### src/sv/grd_pkg.sv
package grd_pkg;

	// Grid geometry.
	localparam int GRID_W  = 16;
	localparam int GRID_H  = 16;
	localparam int CELLS   = GRID_W * GRID_H;
	localparam int CW      = $clog2(CELLS);
	localparam int SPW     = CW + 1;
	localparam int COORD_W = 4;

	// Configuration register indexes.
	typedef enum logic [1:0] {
		REG_START_X = 2'd0,
		REG_START_Y = 2'd1,
		REG_GOAL_X  = 2'd2,
		REG_GOAL_Y  = 2'd3
	} reg_idx_t;

	// Neighbor order: east, south, west, north.
	typedef enum logic [1:0] {
		DIR_E = 2'd0,
		DIR_S = 2'd1,
		DIR_W = 2'd2,
		DIR_N = 2'd3
	} dir_t;

	// Item function codes.
	localparam logic FUNC_WRITE  = 1'b0;
	localparam logic FUNC_SEARCH = 1'b1;

	// Linear cell number of an in-grid coordinate pair.
	function automatic logic [CW-1:0] cell_idx(input int x, input int y);
		return CW'(y * GRID_W + x);
	endfunction

endpackage

### src/sv/grid_reachability_dfs.sv
// Grid reachability engine with a depth-first search over a stored map.
// Input items (in_valid/in_ready): func selects the operation. A map write
// (func=0) stores the passable bit of cell (cell_x, cell_y) and gives no
// result; writes stream at one item per cycle while no search runs. A
// search item (func=1) gives one result item (out_valid/out_ready) saying
// whether the goal cell can be reached from the start cell.
// The start and goal cells come from the configuration channel
// (cfg_valid/cfg_ready, cfg_index, cfg_data), which is always ready.
// A search first sweeps the visited memory clear, then seeds the stack with
// the start cell and walks the grid: it pops a cell (POP, LOAD), probes
// each neighbor direction (PROBE) and checks each in-grid neighbor (EVAL).
// The walk ends when the stack is empty or the goal is reached, and the
// result is handed over from the done state. Searches with the start off
// the grid or equal to the goal skip the sweep and the walk. The walk
// is bound by the single read port of each memory.
// After reset the block clears the map memory and holds in_ready low
// meanwhile; all cells are then blocked.
// Results sit in an output register; when the receiver stalls, map writes
// still go on, and a finished search waits until that register is free.
module grid_reachability_dfs (
	input  logic                          clk,
	input  logic                          arst_n,
	input  logic                          in_valid,
	output logic                          in_ready,
	input  logic                          func,
	input  logic [grd_pkg::COORD_W-1:0]   cell_x,
	input  logic [grd_pkg::COORD_W-1:0]   cell_y,
	input  logic                          passable,
	output logic                          out_valid,
	input  logic                          out_ready,
	output logic                          reachable,
	input  logic                          cfg_valid,
	output logic                          cfg_ready,
	input  logic [1:0]                    cfg_index,
	input  logic [grd_pkg::COORD_W-1:0]   cfg_data
);

	typedef enum logic [3:0] {
		ST_RST_CLR,
		ST_IDLE,
		ST_CLEAR,
		ST_SEED,
		ST_POP,
		ST_LOAD,
		ST_PROBE,
		ST_EVAL,
		ST_DONE
	} state_t;

	state_t                          state_q;
	logic [grd_pkg::CW-1:0]          sweep_q;
	logic [grd_pkg::SPW-1:0]         sp_q;
	logic [grd_pkg::CW-1:0]          here_q;
	grd_pkg::dir_t                   dir_q;
	logic [grd_pkg::CW-1:0]          nb_q;
	logic                            nb_goal_q;
	logic                            res_q;
	logic                            out_valid_q;
	logic                            reachable_q;
	logic [grd_pkg::COORD_W-1:0]     start_x_q, start_y_q, goal_x_q, goal_y_q;

	// Memories and their ports.
	logic                            map_mem [grd_pkg::CELLS];
	logic                            vis_mem [grd_pkg::CELLS];
	logic [grd_pkg::CW-1:0]          stk_mem [grd_pkg::CELLS];
	logic                            map_rdata_q, vis_rdata_q;
	logic [grd_pkg::CW-1:0]          stk_rdata_q;
	logic                            map_we, vis_we, stk_we;
	logic [grd_pkg::CW-1:0]          map_waddr, vis_waddr, stk_waddr, stk_raddr;
	logic                            map_wdata, vis_wdata;
	logic [grd_pkg::CW-1:0]          stk_wdata;

	// Decoded helpers.
	logic                            in_acc;
	logic                            cell_in_grid, start_in_grid, start_is_goal;
	logic [grd_pkg::CW-1:0]          start_idx;
	logic [grd_pkg::SPW-1:0]         sp_dec;
	logic                            nb_ok, nb_is_goal, eval_take;
	logic [grd_pkg::CW-1:0]          nb_idx;
	int                              hx, hy, nx, ny;

	assign in_ready  = (state_q == ST_IDLE);
	assign in_acc    = in_valid && in_ready;
	assign cfg_ready = 1'b1;
	assign out_valid = out_valid_q;
	assign reachable = reachable_q;

	assign cell_in_grid  = (int'(cell_x) < grd_pkg::GRID_W) && (int'(cell_y) < grd_pkg::GRID_H);
	assign start_in_grid = (int'(start_x_q) < grd_pkg::GRID_W) &&
	                       (int'(start_y_q) < grd_pkg::GRID_H);
	assign start_is_goal = (start_x_q == goal_x_q) && (start_y_q == goal_y_q);
	assign start_idx     = grd_pkg::cell_idx(int'(start_x_q), int'(start_y_q));
	assign sp_dec        = sp_q - 1'b1;
	assign stk_raddr     = sp_dec[grd_pkg::CW-1:0];
	assign eval_take     = map_rdata_q && !vis_rdata_q;

	// Neighbor of the cell being expanded in the current direction.
	always_comb begin
		hx = int'(here_q) % grd_pkg::GRID_W;
		hy = int'(here_q) / grd_pkg::GRID_W;
		nx = hx;
		ny = hy;
		case (dir_q)
			grd_pkg::DIR_E: nx = hx + 1;
			grd_pkg::DIR_S: ny = hy + 1;
			grd_pkg::DIR_W: nx = hx - 1;
			grd_pkg::DIR_N: ny = hy - 1;
			default:        nx = hx;
		endcase
		nb_ok      = (nx >= 0) && (ny >= 0) && (nx < grd_pkg::GRID_W) && (ny < grd_pkg::GRID_H);
		nb_idx     = nb_ok ? grd_pkg::cell_idx(nx, ny) : '0;
		nb_is_goal = (nx == int'(goal_x_q)) && (ny == int'(goal_y_q));
	end

	// Memory write ports, selected by the current state.
	always_comb begin
		map_we    = 1'b0;
		map_waddr = sweep_q;
		map_wdata = 1'b0;
		vis_we    = 1'b0;
		vis_waddr = sweep_q;
		vis_wdata = 1'b0;
		stk_we    = 1'b0;
		stk_waddr = nb_q;
		stk_wdata = nb_q;
		case (state_q)
			ST_RST_CLR: begin
				map_we = 1'b1;
				vis_we = 1'b1;
			end
			ST_IDLE: begin
				map_we    = in_acc && (func == grd_pkg::FUNC_WRITE) && cell_in_grid;
				map_waddr = grd_pkg::cell_idx(int'(cell_x), int'(cell_y));
				map_wdata = passable;
			end
			ST_CLEAR: begin
				vis_we = 1'b1;
			end
			ST_SEED: begin
				vis_we    = 1'b1;
				vis_waddr = start_idx;
				vis_wdata = 1'b1;
				stk_we    = 1'b1;
				stk_waddr = '0;
				stk_wdata = start_idx;
			end
			ST_EVAL: begin
				vis_we    = eval_take && !nb_goal_q;
				vis_waddr = nb_q;
				vis_wdata = 1'b1;
				stk_we    = eval_take && !nb_goal_q && (sp_q < grd_pkg::SPW'(grd_pkg::CELLS));
				stk_waddr = sp_q[grd_pkg::CW-1:0];
			end
			default: begin
				map_we = 1'b0;
			end
		endcase
	end

	// Map and visited memories: one write and one registered read a cycle.
	always_ff @(posedge clk) begin
		if (map_we) begin
			map_mem[map_waddr] <= map_wdata;
		end
		map_rdata_q <= map_mem[nb_idx];
	end

	always_ff @(posedge clk) begin
		if (vis_we) begin
			vis_mem[vis_waddr] <= vis_wdata;
		end
		vis_rdata_q <= vis_mem[nb_idx];
	end

	// Pending-cell stack memory.
	always_ff @(posedge clk) begin
		if (stk_we) begin
			stk_mem[stk_waddr] <= stk_wdata;
		end
		stk_rdata_q <= stk_mem[stk_raddr];
	end

	// Configuration registers.
	always_ff @(posedge clk or negedge arst_n) begin
		if (!arst_n) begin
			start_x_q <= '0;
			start_y_q <= '0;
			goal_x_q  <= 4'd15;
			goal_y_q  <= 4'd15;
		end else if (cfg_valid && cfg_ready) begin
			case (cfg_index)
				grd_pkg::REG_START_X: start_x_q <= cfg_data;
				grd_pkg::REG_START_Y: start_y_q <= cfg_data;
				grd_pkg::REG_GOAL_X:  goal_x_q  <= cfg_data;
				grd_pkg::REG_GOAL_Y:  goal_y_q  <= cfg_data;
				default:              start_x_q <= start_x_q;
			endcase
		end
	end

	// Search sequencer and output register.
	always_ff @(posedge clk or negedge arst_n) begin
		if (!arst_n) begin
			state_q     <= ST_RST_CLR;
			sweep_q     <= '0;
			sp_q        <= '0;
			here_q      <= '0;
			dir_q       <= grd_pkg::DIR_E;
			nb_q        <= '0;
			nb_goal_q   <= 1'b0;
			res_q       <= 1'b0;
			out_valid_q <= 1'b0;
			reachable_q <= 1'b0;
		end else begin
			// The done state reloads the output register itself.
			if (out_valid_q && out_ready && (state_q != ST_DONE)) begin
				out_valid_q <= 1'b0;
			end
			case (state_q)
				ST_RST_CLR: begin
					sweep_q <= sweep_q + 1'b1;
					if (sweep_q == grd_pkg::CW'(grd_pkg::CELLS - 1)) begin
						state_q <= ST_IDLE;
					end
				end
				ST_IDLE: begin
					if (in_acc && (func == grd_pkg::FUNC_SEARCH)) begin
						sweep_q <= '0;
						if (!start_in_grid) begin
							res_q   <= 1'b0;
							state_q <= ST_DONE;
						end else if (start_is_goal) begin
							res_q   <= 1'b1;
							state_q <= ST_DONE;
						end else begin
							state_q <= ST_CLEAR;
						end
					end
				end
				ST_CLEAR: begin
					sweep_q <= sweep_q + 1'b1;
					if (sweep_q == grd_pkg::CW'(grd_pkg::CELLS - 1)) begin
						state_q <= ST_SEED;
					end
				end
				ST_SEED: begin
					sp_q    <= grd_pkg::SPW'(1);
					state_q <= ST_POP;
				end
				ST_POP: begin
					if (sp_q == '0) begin
						res_q   <= 1'b0;
						state_q <= ST_DONE;
					end else begin
						sp_q    <= sp_dec;
						state_q <= ST_LOAD;
					end
				end
				ST_LOAD: begin
					here_q  <= stk_rdata_q;
					dir_q   <= grd_pkg::DIR_E;
					state_q <= ST_PROBE;
				end
				ST_PROBE: begin
					if (nb_ok) begin
						nb_q      <= nb_idx;
						nb_goal_q <= nb_is_goal;
						state_q   <= ST_EVAL;
					end else if (dir_q == grd_pkg::DIR_N) begin
						state_q <= ST_POP;
					end else begin
						dir_q <= grd_pkg::dir_t'(dir_q + 1'b1);
					end
				end
				ST_EVAL: begin
					if (eval_take && nb_goal_q) begin
						res_q   <= 1'b1;
						state_q <= ST_DONE;
					end else begin
						if (stk_we) begin
							sp_q <= sp_q + 1'b1;
						end
						if (dir_q == grd_pkg::DIR_N) begin
							state_q <= ST_POP;
						end else begin
							dir_q   <= grd_pkg::dir_t'(dir_q + 1'b1);
							state_q <= ST_PROBE;
						end
					end
				end
				ST_DONE: begin
					if (!out_valid_q || out_ready) begin
						out_valid_q <= 1'b1;
						reachable_q <= res_q;
						state_q     <= ST_IDLE;
					end
				end
				default: begin
					state_q <= ST_IDLE;
				end
			endcase
		end
	end

endmodule

### config.mk
export PLATFORM = sky130hd
export DESIGN_NAME = grid_reachability_dfs
export DESIGN_NICKNAME = d
export VERILOG_FILES = /design/src/sv/grd_pkg.sv /design/src/sv/grid_reachability_dfs.sv
export SDC_FILE = /design/constraint.sdc
export NUM_CORES = 2
export LEC_CHECK = 0
export BUFFER_PORTS_ARGS = -buffer_cell sky130_fd_sc_hd__buf_2
export CORE_MARGIN = 3
export CORE_UTILIZATION = 55
export CTS_CLUSTER_SIZE = 30
export DETAILED_ROUTE_END_ITERATION = 12
export PLACE_DENSITY = 0.7
export SETUP_SLACK_MARGIN = 0.05
export SYNTH_ARGS = -nofsm -noshare
export SYNTH_HDL_FRONTEND = slang
export SYNTH_SLANG_ARGS = --single-unit
### constraint.sdc
create_clock -name clk -period 7.4 [get_ports clk]
set_input_delay 0.37 -clock clk [delete_from_list [all_inputs] [get_ports clk]]
set_output_delay 0.37 -clock clk [all_outputs]
set_load 0.005 [all_outputs]
# Word level (Yosys, flattened, before mapping)
# Memory sizes are Yosys's and may differ from the RTL's. A register that Yosys moved wholly into a read port is not among the register bits.
# Cells that the tools add are included.
# word_totals
register_bits,59
latchBits,0
ramBits,2560
mem_bits_ro,0
inputBits,21
output_inout_bits,4
elab_cells,153
n_memories,3
# classes
add_sub_neg,11
n_mul,0
div,0
n_lt_le_gt_ge,5
eq_ne,32
n_shift,0
mux,47
bitwise_logic,1
reduce_logical,40
# memory_table
memory,depth,word_bits,rd,rd_clocked_by_memory_dff,write_ports,line,source
stk_mem,256,8,1,1,1,grid_reachability_dfs.sv:65,logic [grd_pkg::CW-1:0] stk_mem [grd_pkg::CELLS];
map_mem,256,1,1,1,1,grid_reachability_dfs.sv:63,logic map_mem [grd_pkg::CELLS];
vis_mem,256,1,1,1,1,grid_reachability_dfs.sv:64,logic vis_mem [grd_pkg::CELLS];
# ops
operator,n
$pmux 32 s2,2
$eq 32x5->1,2
$ge 32x1->1 const B,2
$lt 32x6->1 const B,2
$pmux 8 s2,3
$mux 4,9
$pmux 4 s9,1
$mux 8,4
$mux 9,3
$pmux 9 s3,1
$ne 2x2->1 const B,9
$add 8x4->8,2
$eq 4x3->1 const B,4
$mux 1,15
$logic_and 1x1->1,14
$reduce_and 2->1,7
$add 4x1->5 const B,2
$reduce_and 5->1,2
$sub 4x1->5 const B,2
$add 9x1->9 const B,1
$logic_not 9->1,1
$lt 9x9->1 const B,1
$reduce_bool 3->1,3
$sub 9x1->9 const B,1
27 further kinds,43

# Depth between registers and ports, before layout
# logic_depth
depth_word,8
depth_mapped,18
depth_no_buf,17

# Worst setup path before layout
# No wires, ideal clock.
# synth_timing
kind,flip-flop to flip-flop
from,register state_q[1]
to,"memory vis_mem[84], enable pin"
setup_ns,0.300
arrival_time_ns,5.743
required_time_ns,7.100
path_slack_ns,1.358
stages_incl_launch_ff,10
path_buffers,2
period_less_slack_ns,6.042
cell_sequence,dfrtp_1 nand2_1 or2_2 clkbuf_1 clkinv_1 o21ai_0 nor2b_1 nand2_1 clkbuf_1 nor2_1
# synth_via
elab_chain_cells,5
word_cells_on_any_way,9
cone_classes,eq/ne: 3; mux: 4; reduce/logical: 2
# synth_rtl
element,line,source
"start, declared",grid_reachability_dfs.sv:50,state_t state_q;
"start signal, assigned",grid_reachability_dfs.sv:204,state_q <= ST_RST_CLR;
"start signal, assigned",grid_reachability_dfs.sv:223,state_q <= ST_IDLE;
"start signal, assigned",grid_reachability_dfs.sv:231,state_q <= ST_DONE;
$eq 4x2->1 / $logic_not 4->1 (equally long branches),grid_reachability_dfs.sv:126,case (state_q)
$reduce_or 3->1 (no source line),-,
$pmux 1 s2,grid_reachability_dfs.sv:126,
$mux 1,grid_reachability_dfs.sv:169,if (vis_we) begin
$mux 1 (not written as such),grid_reachability_dfs.sv:170,vis_mem[vis_waddr] <= vis_wdata;
"end, declared",grid_reachability_dfs.sv:64,
# Several ways; a longest one is shown, not always the timed one.

# Worst setup path after layout
# layout_timing
from,register dir_q[0]
to,register map_rdata_q (read register of map_mem)
# layout_via
elab_chain_cells,7
word_cells_on_any_way,15
cone_classes,add/sub: 1; order compare: 4; eq/ne: 3; mux: 3; reduce/logical: 4
# layout_rtl
element,line,source
"start, declared",grid_reachability_dfs.sv:54,grd_pkg::dir_t dir_q;
"start signal, assigned",grid_reachability_dfs.sv:208,dir_q <= grd_pkg::DIR_E;
"start signal, assigned",grid_reachability_dfs.sv:261,dir_q <= grd_pkg::DIR_E;
"start signal, assigned",grid_reachability_dfs.sv:272,dir_q <= grd_pkg::dir_t'(dir_q + 1'b1);
$eq 2x2->1 (tied with other cells),grid_reachability_dfs.sv:103,case (dir_q)
$pmux 32 s2,grid_reachability_dfs.sv:103,
$ge 32x1->1,grid_reachability_dfs.sv:110,nb_ok = (nx >= 0) && (ny >= 0) && (nx < grd_pkg::GRID_W) && (ny < grd_pkg::GRID_H);
$logic_and 1x1->1 (3 in series),grid_reachability_dfs.sv:110,
$mux 8 (*),grid_reachability_dfs.sv:111,"nb_idx = nb_ok ? grd_pkg::cell_idx(nx, ny) : '0;"
"end, declared",grid_reachability_dfs.sv:66,"logic map_rdata_q, vis_rdata_q;"
# Every way passes the cells marked *; elsewhere a longest branch is shown, timed or not.
# A chain may end at the register's enable or synchronous reset.

==> results.json <==
{
  "seqCellArea_sq_mm": 0.0786,
  "ys_ff_latch": 2629,
  "multiInputGateArea_sq_mm": 0.0262,
  "crit_path_start_kind": "flop",
  "dr.pass1.iters": 6,
  "drtIter0Drc": 7552,
  "utilization_pct": 61.6,
  "num-fill-cells": 13300,
  "ctsResizeCount": 0,
  "gp_congestion": 0.890,
  "setup_viol_count_final": 0,
  "yosysSeqAreaShare_pct": 74.0,
  "grt_pass1_wl_um": 382000,
  "status": "finished, final reports clean",
  "finalCritPeriodShare_pct": 72.3,
  "fin_nets": 5850,
  "cp-startpoint": "dir_q[0]",
  "syn_inst": 5794,
  "io_pins": 25,
  "worstPathRequired_ns": 8.15,
  "p_per_area_mw_per_mm2": 368,
  "fmax_ghz": 0.187,
  "finClkSkew_ns": 0.0606,
  "r2r_start": "dir_q[0]",
  "leakage_nw": 37.5,
  "ys_types": 78,
  "grt-ovfl-total": 0,
  "die_area_sq_mm": 0.198,
  "viasPerCell": 6.60,
  "clock_path_buffers": 4,
  "cts_tree": "built",
  "fin_ws_ns": 2.05,
  "crit_fanout": 14,
  "slew_headroom_pct": 5.98,
  "wl_per_cell_um": 30.2,
  "die_x_um": 445,
  "clockRootBuffer": "clkbuf_16",
  "synth_flop_cell": "edfxtp_1",
  "clk_pin_slew_ns": 0.06,
  "rows": 160,
  "async_flop_share_pct": 2.24,
  "final_hold_viol_count": 0,
  "initial_core_util_pct": 55.6,
  "period_needed_ns": 5.35,
  "cts.sinks": 2629,
  "min_path_type": "primary input to async pin",
  "area_growth_pct": 10.7,
  "port_buffers": 23,
  "htree_num_levels": 5,
  "synthesis.area_sq_mm": 0.106,
  "crit_path_end_kind": "flop",
  "r2r_slack_ns": 2.05,
  "die_h_um": 445,
  "syn-mean-instance-area_sq_um": 18.3,
  "finalSetupTns_ns": 0,
  "grt_pass1_vias": 55600,
  "drc_errors": 0,
  "cp_data_arrival_time_ns": 6.10,
  "cts_buffers": 282,
  "rsz0062_at_grt": "no",
  "yosys_warnings": 0,
  "drive_gt1_share_pct": 20.7,
  "clk_latency_ns": 0.92,
  "antenna_found_initial": 7,
  "via_count": 56200,
  "cap_violations": 0,
  "drt.antenna.violating_nets": 0,
  "synth_edf_count": 2560,
  "wl_um": 257000,
  "dp_slack_ns": 2.29,
  "grt_usage_pct": 26.2,
  "coreArea_sq_mm": 0.191,
  "ir_worst_vdd_mv": 0.398,
  "crit_type": "flop to flop",
  "grt_max_degree": 221,
  "syn_nets": 5830,
  "worst_pin_slew_ns": 1.40,
  "timing.final.max_slew_violations": 0,
  "dpl.hpwl_um": 148000
}
[report_power, final]
part           switching (mW)  internal (mW)
registers               0.311           18.2
clock network            5.48           7.59
logic                    8.12           3.59
total                    13.9           29.4
[registers in the layout, summed over array words and instances, names as in the netlist, 8 cells and up]
name	cells
stk_mem	2048
nb_q	8
map_mem	256
sweep_q	8
here_q	8
sp_q	9
vis_mem	256
stk_rdata_q	8
[cells in the final DEF, fill, tap and decap left out, types with 12 or more instances in the layout]
master | netlist | layout
xor2_1 | 16 | 13
o211ai_1 | 32 | 32
a21oi_1 | 64 | 61
and3_1 | 18 | 18
clkbuf_16 | 0 | 291
o22ai_1 | 25 | 25
mux4_2 | 686 | 686
nand3b_1 | 22 | 22
o21ai_0 | 95 | 93
a211oi_1 | 18 | 17
mux2_2 | 30 | 30
buf_4 | 6 | 60
nand2b_1 | 12 | 12
nand3_1 | 69 | 69
nand2_2 | 0 | 16
a31oi_1 | 35 | 34
clkinv_1 | 1 | 50
edfxtp_1 | 2560 | 2560
nand2_1 | 361 | 338
nor3_1 | 48 | 48
clkbuf_1 | 264 | 58
nand4_1 | 28 | 28
buf_2 | 88 | 23
dlygate4sd3_1 | 0 | 15
inv_1 | 25 | 24
mux2i_1 | 28 | 28
o221ai_1 | 33 | 33
buf_12 | 0 | 22
dfrtp_1 | 51 | 50
nor2_1 | 880 | 877
xnor2_1 | 17 | 14
clkinv_2 | 0 | 42
or3_1 | 30 | 30
ha_1 | 14 | 13
[cells by family after synthesis]
family / Yosys count / synth area share (%)
mux: 744 / 15.1
buf+inv: 410 / 1.58
other cells: 1 / 0.00353
compound gates: 452 / 2.95
fa+ha+maj: 15 / 0.184
flops: 2629 / 74.0
xor+xnor: 33 / 0.272
simple gates: 1510 / 5.90
[per-layer routing]
metal | GRT usage, % | routed length (um) | up-vias
met5 | 0 | 13 | -
met4 | 8.95 | 9460 | 2
met3 | 4.76 | 23500 | 556
met2 | 41.0 | 124000 | 3096
met1 | 37.8 | 100000 | 29400
li1 | - | - | 23200
[worst paths after layout]
path | cells after the start | endpoint
max in group asynchronous | 3 | sp_q[0]
setup reg to reg | 14 | map_rdata_q
hold reg to reg | 1 | res_q
hold / removal | 3 | sweep_q[3]
setup / recovery | 14 | map_rdata_q
min in group clk | 2 | map_mem[159]
[repair_timing]
action                     in CTS  in global routing
hold buffers                   15                  0
hold endpoints to repair       79                  0
buffers inserted                0                  0
setup endpoints to repair       0                  0
[critical path, stage by stage (launching register included)]
cell and delay (ns):
dfrtp_1 0.53, inv_1 0.15, ha_1 0.41, nand2_1 0.09
nor3_1 0.43, inv_1 0.19, nand2_1 0.12, ha_1 0.52
inv_1 0.56, a21oi_1 1.07, nor2_1 0.33, nand3_1 0.21
o21ai_0 0.15, nor4_1 0.31, o32ai_1 0.14
[area by class of cell]
cell class | count | area share (%)
multi-input cells | 2755 | 22.3
well taps | 2511 | 2.67
clock buffers | 355 | 6.45
clock inverters | 114 | 0.696
inverters | 26 | 0.0936
repair buffers | 120 | 0.983
diodes | 6 | 0.0128
flip-flops and latches | 2629 | 66.8
[metrics by stage]
stage	cell area (sq um)	std cells	power, mW	hold slack (ns)
after global routing	118000	8512	44.7	0.214
after global placement	109000	8026	30.2	0.510
final	118000	8516	43.3	0.196
after detailed placement	109000	8026	30.4	0.508
after floorplan	106000	5794	26.4	0.0744
after CTS	118000	8510	43.3	0.155
[Yosys cell counts (22+ instances only)]
cell      instances  area [sq um]
a21oi_1          64           320
a31oi_1          35           219
buf_1            25          93.8
buf_2            88           440
clkbuf_1        264           991
dfrtp_1          51          1280
edfxtp_1       2560         76900
inv_1            25          93.8
mux2_2           30           338
mux2i_1          28           280
mux4_2          686         15400
nand2_1         361          1360
nand3_1          69           345
nand3b_1         22           165
nand4_1          28           175
nor2_1          880          3300
nor3_1           48           240
o211ai_1         32           240
o21ai_0          95           475
o221ai_1         33           289
o22ai_1          25           156
or3_1            30           188
(Power assumes the default switching activity.)
